**src/mme_pkg.sv**
```systemverilog
// Shared types and constants for the matrix multiply engine.
// No dependencies; every other file in src except mme_ram refers to this package by scoped name.
package mme_pkg;

    localparam int ROWS_DEFAULT  = 4;
    localparam int INNER_DEFAULT = 4;

    localparam int IDX_W  = 2;
    localparam int FUNC_W = 2;
    localparam int ELEM_W = 16;
    localparam int PROD_W = 2 * ELEM_W;
    localparam int ACC_W  = 40;

    localparam logic [FUNC_W-1:0] FUNC_WRITE_A = 2'd0;
    localparam logic [FUNC_W-1:0] FUNC_WRITE_B = 2'd1;
    localparam logic [FUNC_W-1:0] FUNC_COMPUTE = 2'd2;

    typedef struct packed {
        logic [FUNC_W-1:0]        func;
        logic [IDX_W-1:0]         row;
        logic [IDX_W-1:0]         column;
        logic signed [ELEM_W-1:0] element;
    } in_item_t;

    typedef struct packed {
        logic [IDX_W-1:0]        out_row;
        logic [IDX_W-1:0]        out_column;
        logic signed [ACC_W-1:0] product_value;
        logic                    last;
    } out_item_t;

    // Controller to datapath.
    typedef struct packed {
        logic load;   // accepted beat is a load; datapath picks A or B and range-checks
        logic start;  // clear the entry and inner counters
        logic read;   // issue RAM reads for the current i, j, k
        logic mul;    // register the product of the read elements
        logic acc;    // add the product into the accumulator, step k
        logic emit;   // move the finished entry to the output register, step j/i
    } cmd_t;

    // Datapath to controller.
    typedef struct packed {
        logic k_last;    // inner index is at its final value
        logic run_last;  // current entry is the final one of the run
        logic out_busy;  // output register holds a beat that is not taken this cycle
    } status_t;

endpackage

```
**src/mme_stream_if.sv**
```systemverilog
// Valid/ready channel carrying one payload struct per beat.
// Depends on mme_pkg for the default payload type.
interface mme_stream_if #(
    parameter type payload_t = mme_pkg::in_item_t
);
    logic     valid;
    logic     ready;
    payload_t data;

    modport source (output valid, output data, input ready);
    modport sink   (input valid, input data, output ready);
endinterface

```
**src/mme_ram.sv**
```systemverilog
// Generic single-write, single-read RAM with registered read data.
// No dependencies.
module mme_ram #(
    parameter int WIDTH = 16,
    parameter int DEPTH = 16,
    localparam int AW   = (DEPTH > 1) ? $clog2(DEPTH) : 1
) (
    input  logic             clk,
    input  logic             we,
    input  logic [AW-1:0]    waddr,
    input  logic [WIDTH-1:0] wdata,
    input  logic             re,
    input  logic [AW-1:0]    raddr,
    output logic [WIDTH-1:0] rdata
);

    logic [WIDTH-1:0] mem [DEPTH];

    always_ff @(posedge clk)
    begin
        if (we)
        begin
            mem[waddr] <= wdata;
        end
        if (re)
        begin
            rdata <= mem[raddr];
        end
    end

endmodule

```
**src/mme_ctrl.sv**
```systemverilog
// Sequencer for the matrix multiply engine: accepts beats and steps the datapath.
// Depends on mme_pkg (command/status structs, function codes) and mme_stream_if.
module mme_ctrl (
    input  logic              clk,
    input  logic              rst_n,
    mme_stream_if.sink        request,
    input  mme_pkg::status_t  status,
    output mme_pkg::cmd_t     cmd
);

    typedef enum logic [4:0] {
        S_IDLE = 5'b00001,
        S_READ = 5'b00010,
        S_MUL  = 5'b00100,
        S_ACC  = 5'b01000,
        S_EMIT = 5'b10000
    } state_t;

    state_t state_reg;
    state_t state_next;
    logic   accept;

    assign request.ready = (state_reg == S_IDLE);
    assign accept        = request.valid && request.ready;

    always_comb
    begin
        state_next = state_reg;
        cmd        = '0;
        unique case (state_reg)
            S_IDLE:
            begin
                if (accept)
                begin
                    unique case (request.data.func)
                        mme_pkg::FUNC_WRITE_A,
                        mme_pkg::FUNC_WRITE_B:
                        begin
                            cmd.load = 1'b1;
                        end
                        mme_pkg::FUNC_COMPUTE:
                        begin
                            cmd.start  = 1'b1;
                            state_next = S_READ;
                        end
                        default:
                        begin
                            // Unused function code: the beat is dropped.
                        end
                    endcase
                end
            end
            S_READ:
            begin
                cmd.read   = 1'b1;
                state_next = S_MUL;
            end
            S_MUL:
            begin
                cmd.mul    = 1'b1;
                state_next = S_ACC;
            end
            S_ACC:
            begin
                cmd.acc    = 1'b1;
                state_next = status.k_last ? S_EMIT : S_READ;
            end
            S_EMIT:
            begin
                if (!status.out_busy)
                begin
                    cmd.emit   = 1'b1;
                    state_next = status.run_last ? S_IDLE : S_READ;
                end
            end
            default:
            begin
                state_next = S_IDLE;
            end
        endcase
    end

    always_ff @(posedge clk or negedge rst_n)
    begin
        if (!rst_n)
        begin
            state_reg <= S_IDLE;
        end
        else
        begin
            state_reg <= state_next;
        end
    end

endmodule

```
**src/mme_datapath.sv**
```systemverilog
// Matrix storage, multiply-accumulate unit, index counters and output register.
// Depends on mme_pkg, mme_stream_if and mme_ram.
module mme_datapath #(
    parameter int ROWS  = mme_pkg::ROWS_DEFAULT,
    parameter int INNER = mme_pkg::INNER_DEFAULT
) (
    input  logic              clk,
    input  logic              rst_n,
    input  mme_pkg::in_item_t item,
    input  mme_pkg::cmd_t     cmd,
    output mme_pkg::status_t  status,
    mme_stream_if.source      result
);

    localparam int DEPTH = ROWS * INNER;
    localparam int AW    = (DEPTH > 1) ? $clog2(DEPTH) : 1;
    localparam int RW    = (ROWS > 1) ? $clog2(ROWS) : 1;
    localparam int KW    = (INNER > 1) ? $clog2(INNER) : 1;

    logic [RW-1:0] i_reg;
    logic [RW-1:0] j_reg;
    logic [KW-1:0] k_reg;

    logic                 we_a;
    logic                 we_b;
    logic [AW-1:0]        waddr_a;
    logic [AW-1:0]        waddr_b;
    logic [AW-1:0]        raddr_a;
    logic [AW-1:0]        raddr_b;
    logic [mme_pkg::ELEM_W-1:0] rdata_a;
    logic [mme_pkg::ELEM_W-1:0] rdata_b;

    logic signed [mme_pkg::PROD_W-1:0] prod_reg;
    logic signed [mme_pkg::ACC_W-1:0]  acc_reg;
    logic signed [mme_pkg::ACC_W-1:0]  acc_next;

    logic              out_valid_reg;
    mme_pkg::out_item_t out_data_reg;

    logic k_last;
    logic j_last;
    logic run_last;

    assign k_last   = (k_reg == KW'(INNER - 1));
    assign j_last   = (j_reg == RW'(ROWS - 1));
    assign run_last = j_last && (i_reg == RW'(ROWS - 1));

    // A is ROWS by INNER, B is INNER by ROWS; out-of-range writes are dropped.
    assign we_a = cmd.load && (item.func == mme_pkg::FUNC_WRITE_A)
                  && (int'(item.row) < ROWS) && (int'(item.column) < INNER);
    assign we_b = cmd.load && (item.func == mme_pkg::FUNC_WRITE_B)
                  && (int'(item.row) < INNER) && (int'(item.column) < ROWS);

    assign waddr_a = AW'(int'(item.row) * INNER + int'(item.column));
    assign waddr_b = AW'(int'(item.row) * ROWS + int'(item.column));
    assign raddr_a = AW'(int'(i_reg) * INNER + int'(k_reg));
    assign raddr_b = AW'(int'(k_reg) * ROWS + int'(j_reg));

    mme_ram #(
        .WIDTH (mme_pkg::ELEM_W),
        .DEPTH (DEPTH)
    ) u_ram_a (
        .clk   (clk),
        .we    (we_a),
        .waddr (waddr_a),
        .wdata (item.element),
        .re    (cmd.read),
        .raddr (raddr_a),
        .rdata (rdata_a)
    );

    mme_ram #(
        .WIDTH (mme_pkg::ELEM_W),
        .DEPTH (DEPTH)
    ) u_ram_b (
        .clk   (clk),
        .we    (we_b),
        .waddr (waddr_b),
        .wdata (item.element),
        .re    (cmd.read),
        .raddr (raddr_b),
        .rdata (rdata_b)
    );

    always_ff @(posedge clk)
    begin
        if (cmd.mul)
        begin
            prod_reg <= $signed(rdata_a) * $signed(rdata_b);
        end
    end

    // The first product of an entry replaces the running sum.
    assign acc_next = ((k_reg == '0) ? '0 : acc_reg) + mme_pkg::ACC_W'(prod_reg);

    always_ff @(posedge clk or negedge rst_n)
    begin
        if (!rst_n)
        begin
            acc_reg <= '0;
            i_reg   <= '0;
            j_reg   <= '0;
            k_reg   <= '0;
        end
        else
        begin
            if (cmd.acc)
            begin
                acc_reg <= acc_next;
                k_reg   <= k_last ? '0 : k_reg + KW'(1);
            end
            if (cmd.start)
            begin
                i_reg <= '0;
                j_reg <= '0;
                k_reg <= '0;
            end
            else if (cmd.emit)
            begin
                if (j_last)
                begin
                    j_reg <= '0;
                    i_reg <= i_reg + RW'(1);
                end
                else
                begin
                    j_reg <= j_reg + RW'(1);
                end
            end
        end
    end

    always_ff @(posedge clk or negedge rst_n)
    begin
        if (!rst_n)
        begin
            out_valid_reg <= 1'b0;
        end
        else if (cmd.emit)
        begin
            out_valid_reg <= 1'b1;
        end
        else if (result.ready)
        begin
            out_valid_reg <= 1'b0;
        end
    end

    always_ff @(posedge clk)
    begin
        if (cmd.emit)
        begin
            out_data_reg.out_row       <= mme_pkg::IDX_W'(i_reg);
            out_data_reg.out_column    <= mme_pkg::IDX_W'(j_reg);
            out_data_reg.product_value <= acc_reg;
            out_data_reg.last          <= run_last;
        end
    end

    assign result.valid = out_valid_reg;
    assign result.data  = out_data_reg;

    assign status.k_last   = k_last;
    assign status.run_last = run_last;
    assign status.out_busy = out_valid_reg && !result.ready;

endmodule

```
**src/matrix_multiply_engine.sv**
```systemverilog
// Top level of the matrix multiply engine: sequencer plus datapath.
// Depends on mme_pkg, mme_stream_if, mme_ram, mme_ctrl and mme_datapath.
//
//   Channel   Direction  Payload              Beat
//   request   sink       mme_pkg::in_item_t   one load or one compute command
//   result    source     mme_pkg::out_item_t  one product entry, last on the final one
//
// A load beat is taken while the engine is idle; loads may come back to back.
// A compute beat runs ROWS*ROWS entries, each INNER passes through the read,
// multiply and accumulate states, which the registered RAM read and the product
// register set apart, then an emit state that hands the entry to the output register.
// A held result beat stalls the run at that hand-off; no request is taken
// during a run. Reset clears control state; matrix contents are not cleared.
module matrix_multiply_engine #(
    parameter int ROWS  = mme_pkg::ROWS_DEFAULT,
    parameter int INNER = mme_pkg::INNER_DEFAULT
) (
    input  logic         clk,
    input  logic         rst_n,
    mme_stream_if.sink   request,
    mme_stream_if.source result
);

    mme_pkg::cmd_t    cmd;
    mme_pkg::status_t status;

    mme_ctrl u_ctrl (
        .clk     (clk),
        .rst_n   (rst_n),
        .request (request),
        .status  (status),
        .cmd     (cmd)
    );

    mme_datapath #(
        .ROWS  (ROWS),
        .INNER (INNER)
    ) u_datapath (
        .clk    (clk),
        .rst_n  (rst_n),
        .item   (request.data),
        .cmd    (cmd),
        .status (status),
        .result (result)
    );

`ifndef ASSERT_OFF
    // A finished entry never overwrites a result beat that is still waiting.
    assert property (@(posedge clk) disable iff (!rst_n)
        cmd.emit |-> !status.out_busy)
        else $error("entry emitted over a held result beat");

    // A compute beat starts the first element read in the next cycle.
    assert property (@(posedge clk) disable iff (!rst_n)
        cmd.start |=> cmd.read)
        else $error("compute run did not start reading");

    // Matrix loads never land while a run is reading or accumulating.
    assert property (@(posedge clk) disable iff (!rst_n)
        cmd.load |-> !(cmd.read || cmd.mul || cmd.acc || cmd.emit))
        else $error("load accepted during a compute run");
`endif

endmodule

```
**src/flat_wrapper.sv**
```systemverilog
// flat-port wrapper written by rule: the top's interface ports become plain ports
module matrix_multiply_engine_flat import mme_pkg::*;
#(
    parameter int ROWS  = mme_pkg::ROWS_DEFAULT,
    parameter int INNER = mme_pkg::INNER_DEFAULT
)
  (clk, rst_n, request_valid, request_data, request_ready, result_valid, result_data, result_ready);
  mme_stream_if #(.payload_t(in_item_t)) request_i ();
  mme_stream_if #(.payload_t(out_item_t)) result_i ();
  input  logic clk;
  input  logic rst_n;
  input wire logic [$bits(request_i.valid)-1:0] request_valid;
  input wire logic [$bits(request_i.data)-1:0] request_data;
  output wire logic [$bits(request_i.ready)-1:0] request_ready;
  output wire logic [$bits(result_i.valid)-1:0] result_valid;
  output wire logic [$bits(result_i.data)-1:0] result_data;
  input wire logic [$bits(result_i.ready)-1:0] result_ready;
  assign request_i.valid = request_valid;
  assign request_i.data = request_data;
  assign request_ready = request_i.ready;
  assign result_valid = result_i.valid;
  assign result_data = result_i.data;
  assign result_i.ready = result_ready;
  matrix_multiply_engine #(.ROWS(ROWS), .INNER(INNER)) u_core (.clk(clk), .rst_n(rst_n), .request(request_i), .result(result_i));
endmodule
```
**config.mk**
```make
export PLATFORM = sky130hd
export DESIGN_NAME = matrix_multiply_engine_flat
export DESIGN_NICKNAME = d
export VERILOG_FILES = /design/src/mme_pkg.sv /design/src/mme_stream_if.sv /design/src/mme_ram.sv /design/src/mme_ctrl.sv /design/src/mme_datapath.sv /design/src/matrix_multiply_engine.sv /design/src/flat_wrapper.sv
export SDC_FILE = /design/constraint.sdc
export NUM_CORES = 1
export LEC_CHECK = 0
export ABC_AREA = 0
export ABC_CLOCK_PERIOD_IN_PS = 8600
export BUFFER_PORTS_ARGS = -buffer_cell sky130_fd_sc_hd__buf_2
export CAP_MARGIN = 30
export CORE_MARGIN = 4
export CORE_UTILIZATION = 53
export DETAILED_ROUTE_END_ITERATION = 7
export PLACE_DENSITY = 0.77
export SYNTH_ARGS = -nofsm -noshare
export SYNTH_HDL_FRONTEND = slang
export SYNTH_HIERARCHICAL = 1
export SYNTH_SLANG_ARGS = --single-unit
export TNS_END_PERCENT = 100
```
**constraint.sdc**
```tcl
create_clock -name clk -period 8.6 [get_ports clk]
set_input_delay 1.29 -clock clk [delete_from_list [all_inputs] [get_ports clk]]
set_output_delay 1.29 -clock clk [all_outputs]
set_load 0.02 [all_outputs]
```
==> metrics.cfg <==
[outcome]
status=finished clean

[sta]
fin_setup_tns_ps=0
fin_skew_ps=32.5
period_needed_ps=6810
hold_violations=0
rsz0062_at_grt=false
maxSlewHeadroom_pct=27.4
post-route-period-util_pct=79.2
clock.fmax_ghz=0.147
setup_viol=0
worst_pin_slew_ps=1090
slew_violations=0

[setup_path]
r2r_start=u_core/u_datapath/u_ram_b/rdata[1]
critical_path_arrival_ps=7170
worst-endpoint-required_ps=8960
crit_top_cell=fa_1
timing.critical_path.buf_inv=3
crit_start=u_core/u_datapath/u_ram_b/rdata[1]
critPathMaxFanout=16
crit_path_start_kind=register
path_depth=20
r2r-end=u_core/u_datapath/prod_reg[31]
crit_chain=nand2_1 -> inv_1 -> fa_1 -> fa_1 -> fa_1 -> fa_1 -> fa_1 -> inv_1 -> fa_1 -> inv_1 -> ha_1 -> a21o_1 -> a21o_1 -> a211o_1 -> a21oi_1 -> o21ai_0 -> or4_1 -> a31o_2 -> a21oi_1 -> xnor2_1
endpoint=u_core/u_datapath/prod_reg[31]
rrSetupSlack_ps=1790
critPathKind=reg -> reg
cpPeakStageDelay_ps=750
rr_worst_depth=20
critPathTopFamily=adder cells
slowest_stage=fa_1
cp-end-kind=register

[clock_network]
clock_latency_ps=630
postCtsSetupBuffers=0
cts_htree_levels=3
clock_path_buffers=3
numClockSinks=673
cts-root-buf=clkbuf_16
ctsHoldBuffers=0
path_clk_slew_ps=60
cts_inserted_buffers=72
cts_resized=0
cts_tree=built

[logic_synthesis]
synth_largest_area_cell=edfxtp_1
synth_common_cells=edfxtp_1 (621), inv_1 (289), fa_1 (263), nand2_1 (197), and2_1 (128)
ys_seq_elements=673
ys.warnings.count=6
ys_seq_area_share_pct=53.8
yosys-top-cells-area=edfxtp_1 (50%), fa_1 (14%), mux4_2 (6.6%)
syn_nets=2934
synth_ff_type=edfxtp_1
synthArstFlopShare_pct=7.73
synthCells=2520
netlist_area_sq_um=37100
synth_top_area_share_pct=50.3
synth_edf_count=621
yosysMostFrequentCell=edfxtp_1
synth_cell_types=83
syn_avg_cell_area_sq_um=14.7

[grt]
grt_pass1_vias=22400
overflow=0
grt_max_degree=64
grt_use_total_pct=22.2
antenna_found_initial=1
grt_pass1_wl_microns=129000

[routing]
wirelength_microns=81900
vias=21000
drcViolationCount=0
viasPerCell=5.83
first_pass_iters=5
ant_nets=0
wl_per_cell_microns=22.8
drt_iter0_markers=1809

[floorplan]
die_y_microns=273
core_sq_um=68900
die-area_sq_um=74300
fp.dieW_microns=273
num_rows=96
initial_utilization_pct=53.8
boundaryPins=73

[layout]
syn_to_final_growth_pct=10.9
layout-drive-gt1-share_pct=15.6
fin_nets=3019

[placement]
io_buffers=72
finalWeightedCongestion=0.895
hpwl_microns=52300

[min_path]
min_from=u_core/u_datapath/acc_reg[23]
whs_path_depth=0
hold_path_class=reg -> reg

[flow_run]
maxCapViolCount=0

==> through the flow <==
| stage | util [%] | setup WS [ps] | cells | hold slack (ps) | area [sq um] |
|---|---|---|---|---|---|
| 2_1_floorplan | - | 2250 | 2520 | 431 | 37100 |
| 3_3_place_gp | 55.8 | 1940 | 3444 | 447 | 38500 |
| 3_5_place_dp | 56.1 | 1820 | 3457 | 452 | 38700 |
| 4_1_cts | 59.5 | 1800 | 3587 | 461 | 41100 |
| 5_1_grt | 59.7 | 1490 | 3592 | 470 | 41100 |
| 6_report | 59.7 | 1790 | 3594 | 461 | 41100 |
==> layout make-up <==
cell class	count	area [sq um]
Antenna cell	2	5.00
Clock buffer	92	1930
Clock inverter	38	478
Fill cell	5152	27800
Inverter	290	1090
Multi-Input combinational cell	1454	15700
Sequential cell	673	20000
Tap cell	931	1160
Timing Repair Buffer	114	808
==> worst min path at each step <==
stage / to / slack (ps)
2_1_floorplan: u_core/u_datapath/result.data[29] / 430
3_3_place_gp: u_core/u_datapath/result.data[26] / 450
3_5_place_dp: u_core/u_datapath/result.data[1] / 450
4_1_cts: u_core/u_datapath/result.data[24] / 460
5_1_grt: u_core/u_datapath/result.data[24] / 470
6_report: u_core/u_datapath/result.data[24] / 460
==> placed cells by master, fill, tap and decap left out, types with 16 or more instances in the layout <==
cell,synthesis,layout
a21o_1,40,40
a21oi_1,59,59
a22oi_1,64,64
and2_1,128,128
buf_2,10,72
buf_4,10,25
clkbuf_1,65,16
clkbuf_16,0,73
dfrtp_1,51,47
edfxtp_1,621,621
fa_1,263,263
ha_1,125,125
inv_1,289,289
mux2_2,30,30
mux4_1,20,20
mux4_2,108,108
nand2_1,197,197
nand3_1,18,18
nor2_1,81,60
nor2_2,0,19
nor2b_1,48,48
o21ai_0,28,28
xnor2_1,47,47
xor2_1,22,22
==> worst register-to-register path: stages, from the launching register on <==
cell	delay [ps]
edfxtp_1	630
nand2_1	210
inv_1	100
fa_1	750
fa_1	510
fa_1	510
fa_1	510
fa_1	500
inv_1	50
fa_1	480
inv_1	50
ha_1	340
a21o_1	210
a21o_1	200
a211o_1	300
a21oi_1	140
o21ai_0	100
or4_1	450
a31o_2	260
a21oi_1	170
xnor2_1	80
==> logic make-up (layout without fill, tap and decap cells) <==
family,after synthesis,after routing,share of synthesized area (%)
xor gates and xnor gates,70,70,1.67
other,0,2,0
and+or+nand+nor,551,551,7.51
AOI/OAI and AO/OA,283,283,5.36
muxes,162,162,8.99
buffers and inverters,393,534,4.30
DFF,673,673,53.8
adders and majority gates,388,388,18.4
==> per-layer routing <==
layer  GRT usage, %  part of all wire, %  up-vias  wire (microns)
met5              0                    0        -               0
met4           5.84                  2.4        0            1950
met3           4.43                  7.4      148            6050
met2           38.1                   51      881           41400
met1           29.4                   40    10700           32400
li1               -                    -     9186               -
Power is left out: the tool's default activity adds up to more than one toggle a clock period on the data nets, which glitch-free logic cannot reach.
